===== config.mk =====
export PLATFORM = sky130hd
export DESIGN_NAME = lever_position_key_pulser
export DESIGN_NICKNAME = d
export VERILOG_FILES = /design/src/rtl/lpkp_pkg.sv /design/src/rtl/lever_position_key_pulser.sv
export SDC_FILE = /design/constraint.sdc
export NUM_CORES = 1
export LEC_CHECK = 0
export ABC_AREA = 1
export BUFFER_PORTS_ARGS = -buffer_cell sky130_fd_sc_hd__buf_2
export CAP_MARGIN = 10
export CORE_UTILIZATION = 51
export DETAILED_ROUTE_END_ITERATION = 7
export HOLD_SLACK_MARGIN = 0.1
export PLACE_DENSITY = 0.8
export SYNTH_ARGS = -nofsm -noshare
export SYNTH_HDL_FRONTEND = slang
export SYNTH_SLANG_ARGS = --single-unit
export TNS_END_PERCENT = 30

===== constraint.sdc =====
create_clock -name clk -period 2.25 [get_ports clk]
set_input_delay 0 -clock clk [delete_from_list [all_inputs] [get_ports clk]]
set_output_delay 0 -clock clk [all_outputs]
set_load 0.02 [all_outputs]

===== src/rtl/lpkp_pkg.sv =====
`timescale 1ns / 1ps

package lpkp_pkg;

  localparam int POWER_CODE_W = 3;
  localparam int BRAKE_CODE_W = 4;
  localparam int POWER_POS_W  = 4;
  localparam int BRAKE_POS_W  = 5;
  localparam int FLAG_W       = 7;
  localparam int OUT_DATA_W   = 16;

  localparam logic [POWER_CODE_W-1:0] POWER_CODE_NONE = 3'd0;
  localparam logic [POWER_CODE_W-1:0] POWER_CODE_OPEN = 3'd7;
  localparam logic [BRAKE_CODE_W-1:0] BRAKE_CODE_NONE = 4'd0;
  localparam logic [BRAKE_CODE_W-1:0] BRAKE_CODE_EMRG = 4'd10;

  localparam logic signed [POWER_POS_W-1:0] POWER_POS_INVALID = -4'sd1;
  localparam logic signed [POWER_POS_W-1:0] POWER_POS_OFF     = 4'sd0;
  localparam logic signed [POWER_POS_W-1:0] POWER_POS_MAX     = 4'sd5;
  localparam logic signed [BRAKE_POS_W-1:0] BRAKE_POS_INVALID = -5'sd1;
  localparam logic signed [BRAKE_POS_W-1:0] BRAKE_POS_RELEASE = 5'sd0;
  localparam logic signed [BRAKE_POS_W-1:0] BRAKE_POS_EMRG    = 5'sd9;

  // key flag bit positions
  localparam int KEY_POWER_FREE = 0;
  localparam int KEY_POWER_UP   = 1;
  localparam int KEY_POWER_DOWN = 2;
  localparam int KEY_BRAKE_FREE = 3;
  localparam int KEY_BRAKE_UP   = 4;
  localparam int KEY_BRAKE_DOWN = 5;
  localparam int KEY_BRAKE_EMRG = 6;

  // make is passed through within the same transaction, so only idle and break are held
  typedef enum logic [1:0] {
    PHASE_IDLE  = 2'b01,
    PHASE_BREAK = 2'b10
  } phase_t;

endpackage


===== src/rtl/lever_position_key_pulser.sv =====
`timescale 1ns / 1ps

// channel  dir  tdata bits (lsb up)
// s_axis   in   [31:0] pin_sample
// m_axis   out  [0] power_free, [1] power_up, [2] power_down, [3] brake_free,
//               [4] brake_up, [5] brake_down, [6] brake_emergency,
//               [10:7] power_position, [15:11] brake_position
//
// one sample per cycle while the output is not stalled; the result shows in the cycle after acceptance, held
// in the output register until taken
// s_tready is low only while a result waits and m_tready is low
// rst (synchronous) sets both stored positions to -1, phases to idle and
// empties the output register

module lever_position_key_pulser #(
  parameter int POWER_PIN_BASE = 8,
  parameter int BRAKE_PIN_BASE = 12
) (
  input  logic                             clk,
  input  logic                             rst,
  input  logic                             s_tvalid,
  output logic                             s_tready,
  input  logic [31:0]                      s_tdata,   // [31:0] pin_sample
  output logic                             m_tvalid,
  input  logic                             m_tready,
  output logic [lpkp_pkg::OUT_DATA_W-1:0]  m_tdata    // flags [6:0], power [10:7], brake [15:11]
);
  import lpkp_pkg::*;

  logic signed [POWER_POS_W-1:0] power_stored, power_stored_next;
  logic signed [BRAKE_POS_W-1:0] brake_stored, brake_stored_next;
  phase_t                        power_phase, power_phase_next;
  phase_t                        brake_phase, brake_phase_next;
  logic [FLAG_W-1:0]             flags_next;
  logic [OUT_DATA_W-1:0]         out_data;
  logic                          out_valid;

  logic [POWER_CODE_W-1:0]       power_code;
  logic [BRAKE_CODE_W-1:0]       brake_code;
  logic signed [POWER_POS_W-1:0] power_pos;
  logic signed [BRAKE_POS_W-1:0] brake_pos;
  logic                          power_ok, brake_ok;
  logic                          power_hit, brake_hit;
  logic                          in_xfer;

  assign s_tready = !out_valid || m_tready;
  assign in_xfer  = s_tvalid && s_tready;
  assign m_tvalid = out_valid;
  assign m_tdata  = out_data;

  assign power_code = s_tdata[POWER_PIN_BASE +: POWER_CODE_W];
  assign brake_code = s_tdata[BRAKE_PIN_BASE +: BRAKE_CODE_W];

  always_comb begin
    power_ok  = (power_code != POWER_CODE_NONE) && (power_code != POWER_CODE_OPEN);
    power_pos = $signed({1'b0, power_code} - 4'd1);
    brake_ok  = (brake_code != BRAKE_CODE_NONE);
    brake_pos = (brake_code >= BRAKE_CODE_EMRG) ? BRAKE_POS_EMRG
                                                : $signed({1'b0, brake_code} - 5'd1);

    power_hit = power_ok && (power_pos != power_stored) && (power_phase == PHASE_IDLE);
    brake_hit = brake_ok && (brake_pos != brake_stored) && (brake_phase == PHASE_IDLE);

    // a lever's flags are only nonzero in the transaction that detects a move
    flags_next = '0;
    if (power_hit) begin
      priority if (power_pos == POWER_POS_OFF) flags_next[KEY_POWER_FREE] = 1'b1;
      else if (power_stored > power_pos)       flags_next[KEY_POWER_DOWN] = 1'b1;
      else                                     flags_next[KEY_POWER_UP]   = 1'b1;
    end
    if (brake_hit) begin
      priority if (brake_pos == BRAKE_POS_RELEASE) flags_next[KEY_BRAKE_FREE] = 1'b1;
      else if (brake_pos == BRAKE_POS_EMRG)        flags_next[KEY_BRAKE_EMRG] = 1'b1;
      else if (brake_stored > brake_pos)           flags_next[KEY_BRAKE_DOWN] = 1'b1;
      else                                         flags_next[KEY_BRAKE_UP]   = 1'b1;
    end

    power_stored_next = power_hit ? power_pos : power_stored;
    brake_stored_next = brake_hit ? brake_pos : brake_stored;
    power_phase_next  = power_hit ? PHASE_BREAK : PHASE_IDLE;
    brake_phase_next  = brake_hit ? PHASE_BREAK : PHASE_IDLE;
  end

  always_ff @(posedge clk) begin
    if (rst) begin
      power_stored <= POWER_POS_INVALID;
      brake_stored <= BRAKE_POS_INVALID;
      power_phase  <= PHASE_IDLE;
      brake_phase  <= PHASE_IDLE;
      out_valid    <= 1'b0;
    end else begin
      if (in_xfer) begin
        power_stored <= power_stored_next;
        brake_stored <= brake_stored_next;
        power_phase  <= power_phase_next;
        brake_phase  <= brake_phase_next;
        out_valid    <= 1'b1;
      end else if (m_tready) begin
        out_valid <= 1'b0;
      end
    end
  end

  always_ff @(posedge clk) begin
    if (in_xfer) begin
      out_data <= {brake_stored_next, power_stored_next, flags_next};
    end
  end

endmodule


=== Word-level counts from Yosys, hierarchy flattened ===
Index checks and enable logic that the tools add are counted.

* Flip-flop bits (word level): 30
* Bits of input ports: 36
* Output and inout port bits: 18
* Logic and storage cells: 54

* Add/sub/neg operators: 2
* Magnitude comparators: 3
* Eq/ne operators: 6
* Muxes and demuxes: 14
* Bitwise logic cells: 2
* Reductions and logical operators: 16

{| class="wikitable"
|+ Operators by type and width
! cell !! number
|-
| $mux 5 || 2
|-
| $mux 1 || 9
|-
| $logic_and 1x1->1 || 6
|-
| $eq 5x5->1 const B || 1
|-
| $gt 5x5->1 || 1
|-
| $logic_not 5->1 || 1
|-
| $ne 5x5->1 || 1
|-
| $sub 4x1->5 const B || 1
|-
| $eq 2x1->1 const B || 2
|-
| $ge 4x4->1 const B || 1
|-
| $gt 4x4->1 || 1
|-
| $logic_not 4->1 || 1
|-
| $mux 2 || 2
|-
| $mux 4 || 1
|-
| $ne 4x4->1 || 1
|-
| $reduce_bool 4->1 || 1
|-
| $reduce_or 2->1 || 2
|-
| $sub 3x1->4 const B || 1
|-
| $ne 3x3->1 const B || 1
|-
| $reduce_bool 3->1 || 1
|-
| $reduce_or 3->1 || 1
|-
| $not 1->1 || 2
|-
| $reduce_bool 2->1 || 1
|-
| $logic_not 1->1 || 1
|-
| $logic_or 1x1->1 || 1
|}

=== Logic depth before layout (Yosys ltp) ===
* Depth after elaboration: 7
* Gate-level depth with buffers: 15
* Mapped depth without buffers: 15

=== Least setup slack after synthesis ===
No wires, ideal clock.

* Kind: input -> register
* Start point: input s_tdata[12]
* End point: register out_data[11] (netlist: m_tdata[11]) (data pin)
* Library setup time: 255 ps
* Arrival: 1537 ps
* Required time: 1995 ps
* Slack: 459 ps
* Stages on the path: 12
* Buffers on the path: 0
* Cells stage by stage: inv_1 ha_1 nand2_2 nor2_2 inv_1 ha_1 nand2_2 nor2_4 nand2_4 nand2_8 nand2_1 and2_1

* Longest elaborated chain between the ends: 6
* Elaborated cells between the ends (all ways): 8
* Classes of those cells: 1 x add/sub; 1 x order compare; 1 x eq/ne; 2 x mux; 3 x reduce/logical

{| class="wikitable"
|+ Ends and longest elaborated chain
! item !! line !! text
|-
| from (decl) || lever_position_key_pulser.sv:23 || <nowiki>input logic [31:0] s_tdata,</nowiki>
|-
| $sub 4x1->5 / $ge 4x4->1 (equally long branches) || lever_position_key_pulser.sv:59, lever_position_key_pulser.sv:58 ||
|-
| $mux 5 || lever_position_key_pulser.sv:58 || <nowiki>brake_pos = (brake_code >= BRAKE_CODE_EMRG) ? BRAKE_POS_EMRG</nowiki>
|-
| $ne 5x5->1 || lever_position_key_pulser.sv:62 || <nowiki>brake_hit = brake_ok && (brake_pos != brake_stored) && (brake_phase == PHASE_IDLE);</nowiki>
|-
| $logic_and 1x1->1 (2 in series) || lever_position_key_pulser.sv:62 ||
|-
| $mux 5 (*) || lever_position_key_pulser.sv:79 || <nowiki>brake_stored_next = brake_hit ? brake_pos : brake_stored;</nowiki>
|-
| named net brake_stored_next[0] || lever_position_key_pulser.sv:31 || <nowiki>logic signed [BRAKE_POS_W-1:0] brake_stored, brake_stored_next;</nowiki>
|-
| to (signal assigned) || lever_position_key_pulser.sv:106 || <nowiki>out_data <= {brake_stored_next, power_stored_next, flags_next};</nowiki>
|-
| to (decl) || lever_position_key_pulser.sv:35 || <nowiki>logic [OUT_DATA_W-1:0] out_data;</nowiki>
|}

Mark *: on every way through the listed nets, which the timed path passes. The rest lies on a longest branch.
A chain may end at the register's enable or synchronous reset.

=== Worst setup path in the final report ===
Ends and elaborated chain as after synthesis.

==> qor.log <==
[detailed_routing] detail-routed via count per cell 4.59
[detailed_routing] top metal layer carrying routed signals met4
[detailed_routing] average wire length per cell after detail routing 9.47 µm
[sta] portion of the clock cycle consumed by the worst path in the final layout 0.945
[detailed_routing] first-pass iteration count of the detailed router 4
[place] detailed placement HPWL 2.15 mm
[clock_network] clock latency at the later pin of the worst-skew pair 0.32 ns
[die] Die X 60.6 µm
[logic_synthesis] Netlist cell types 31
[die] initial core utilization 0.555
[clock_network] total setup buffers inserted after CTS 0
[setup_path] Arrival @ worst endpoint 2.20 ns
[outcome] status finished clean
[logic_synthesis] dominant cells by area after synthesis sky130_fd_sc_hd__edfxtp_1, sky130_fd_sc_hd__dfxtp_1, sky130_fd_sc_hd__nand2_1, sky130_fd_sc_hd__ha_1, sky130_fd_sc_hd__inv_1
[power] leakage dissipation 1.05 nW
[logic_synthesis] Synth top area share 0.274
[logic_synthesis] sequential fraction of the synthesis area 0.435
[logic_synthesis] Mapped Nets 260
[place] # placed instances 282
[run] count of maximum capacitance violations 0
[clock_network] maximum number of buffers from clock root to sink 2
[logic_synthesis] fraction of registers with async set/reset 0
[layout] antenna diode count 0
[die] placement row count 20
[detailed_routing] total detailed-routing wirelength 2.78 mm
[sta] RSZ-0062 raised after global routing no
[layout] share of layout cells above drive strength 1 0.236
[setup_path] nature of the critical path endpoint flop
[sta] Final Slew Violations 0
[die] overall die height 60.6 µm
[logic_synthesis] number of instances in the synthesized netlist 210
[sta] worst-case clock skew 0.00631 ns
[layout] number of nets in the layout 299
[power] PwrDens 655 nW/µm²
[die] overall die area 3670 µm²
[global_route] first-pass GRT wire length 4.81 mm
[logic_synthesis] warning count from the yosys run 0
[clock_network] clock root buffer master sky130_fd_sc_hd__clkbuf_4
[detailed_routing] detailed router's first-iteration violation count 30
[setup_path] worst setup path category in -> reg
[global_route] GRT Overall Usage 0.178
[logic_synthesis] most used standard cells in the synthesized netlist sky130_fd_sc_hd__nand2_1, sky130_fd_sc_hd__inv_1, sky130_fd_sc_hd__edfxtp_1
[detailed_routing] via count 1349
[place] port buffer count 28
[detailed_routing] Routed met1 length 1.44 mm
[sta] clock period minus final worst setup slack 2.13 ns
[logic_synthesis] synthesized area divided by synthesized cell count 8.34 µm²
[die] num ports 54
[logic_synthesis] number of enable-type register cells in the synthesized netlist 16
[global_route] number of global-route vias before repair 1137
[detailed_routing] post-detailed-route DRC marker count 0
[logic_synthesis] Synth Flop Type sky130_fd_sc_hd__edfxtp_1
[place] GP Congestion 0.908
[global_route] antenna violations before repair 0
[logic_synthesis] flop and latch count out of synthesis 30
[detailed_routing] amount of wire on met3 after detailed routing 101 µm
[logic_synthesis] area of the mapped netlist 1750 µm²
[sta] Final Hold Slack 0.138 ns
[power] maximum vdd drop 0.317 mV
[clock_network] Clock H-tree levels 2
[sta] worst-case headroom to the max-slew limit 0.809
[setup_path] type of element launching the critical path input pin
[setup_path] CP Data Required Time 2.33 ns
[logic_synthesis] cell with the most instances after synthesis sky130_fd_sc_hd__nand2_1
[min_path] Hold Path Class in -> reg
[sta] final count of negative-setup-slack endpoints 0
[clock_network] number of sinks driven by the clock tree 30
[logic_synthesis] leading area contributor after synthesis sky130_fd_sc_hd__edfxtp_1
[clock_network] clock slew seen by the registers of the worst setup and hold paths 0.09 ns
[global_route] maximum number of pins on one net before global-route repair 22
[sta] final total negative setup slack 0 ns
[layout] synthesis-to-layout area growth 17.6%
[clock_network] clock buffer count from CTS 5
[global_route] overflow left after global routing 0
[clock_network] CTS tree done
[sta] worst slew pin tran 0.287 ns
[sta] number of hold-slack violations in the final timing report 0
[detailed_routing] final antenna-violating net count 0
[setup_path] biggest fanout along the worst timing path 8
[sta] f_max 0.471 GHz
[die] area inside the core boundary 3150 µm²
[detailed_routing] detailed-routed wire length on met2 1.21 mm
[layout] Final Instance Count excl. Fillers 294
==> worst max-delay path, stage by stage <==
cell                            delay, ns
sky130_fd_sc_hd__dlygate4sd3_1       0.54
sky130_fd_sc_hd__buf_2               0.14
sky130_fd_sc_hd__inv_2               0.09
sky130_fd_sc_hd__ha_1                0.18
sky130_fd_sc_hd__nand2_2             0.08
sky130_fd_sc_hd__nor2_2              0.10
sky130_fd_sc_hd__inv_1               0.05
sky130_fd_sc_hd__ha_1                0.35
sky130_fd_sc_hd__nand2_2             0.10
sky130_fd_sc_hd__nor2_4              0.14
sky130_fd_sc_hd__nand2_4             0.09
sky130_fd_sc_hd__nand2_8             0.11
sky130_fd_sc_hd__nand2_1             0.07
sky130_fd_sc_hd__and2_1              0.16
==> cells by family (layout without fill, tap and decap cells) <==
| group | Yosys count | count (layout) | share of synthesized area |
|---|---|---|---|
| compound gates | 23 | 23 | 0.0829 |
| buf+inv | 39 | 79 | 0.0879 |
| simple gates | 104 | 104 | 0.294 |
| flops | 30 | 30 | 0.435 |
| fa+ha+maj | 14 | 14 | 0.100 |
==> final timing paths <==
check | startpoint | end | slack (ns) | cells after the start
max | s_tdata[12] | m_tdata[11] | 0.12 | 14
min | s_tdata[10] | power_stored[2] | 0.14 | 6
max reg2reg | power_stored[3] | m_tdata[8] | 0.62 | 8
min reg2reg | power_phase[1] | power_phase[1] | 0.46 | 2
==> layout by cell type, fill, tap and decap left out, drive strengths merged <==
cell	count
nand2	63
inv	36
buf	31
edfxtp	16
nor2	16
ha	14
dfxtp	14
a21oi	14
nand3	13
and2	6
clkbuf	6
o21ai	6
dlygate4sd3	4
nand4	3
o21a	2
clkinv	2
or2	1
o21bai	1
nor3	1
and3	1
==> layout make-up <==
| cell class | count | area, µm² |
|---|---|---|
| clock buffers | 6 | 41.3 |
| clock inverters | 2 | 10.0 |
| fillers | 281 | 1090 |
| inverters | 36 | 138 |
| multi-input cells | 141 | 838 |
| flip-flops and latches | 30 | 761 |
| well taps | 44 | 55.1 |
| repair buffers | 35 | 215 |
==> registers in the layout, summed over array words and instances, names as in the netlist <==
register,flops
brake_stored,5
m_tdata,16
power_stored,4
power_phase,2
brake_phase,2
m_tvalid,1
==> through the flow <==
| step | total power, mW | util | worst slack (ns) | instance area, µm² |
|---|---|---|---|---|
| floorplan | 0.973 | - | 0.459 | 1750 |
| global placement | 1.06 | 0.623 | 0.293 | 1960 |
| detailed placement | 1.06 | 0.623 | 0.284 | 1960 |
| CTS | 1.36 | 0.652 | 0.0897 | 2060 |
| global route | 1.44 | 0.653 | 0.00642 | 2060 |
| finish | 1.35 | 0.653 | 0.125 | 2060 |
==> power by group <==
| part | internal (mW) | switching [mW] | total, mW |
|---|---|---|---|
| combinational | 0.149 | 0.247 | 0.397 |
| sequential | 0.643 | 0.0202 | 0.663 |
| clock | 0.119 | 0.169 | 0.288 |
| total | 0.911 | 0.437 | 1.35 |
==> routing by layer <==
layer	vias to the layer above	GRT usage
met1	568	0.237
li1	752	-
met2	23	0.276
met5	-	0
met3	6	0.0576
met4	0	0.0584
==> what timing repair did <==
item	in CTS	in global routing
gates resized for setup	0	2
hold buffers	4	0
endpoints found under the hold margin	12	0
setup endpoints to repair	0	7
(Power assumes the default switching activity.)
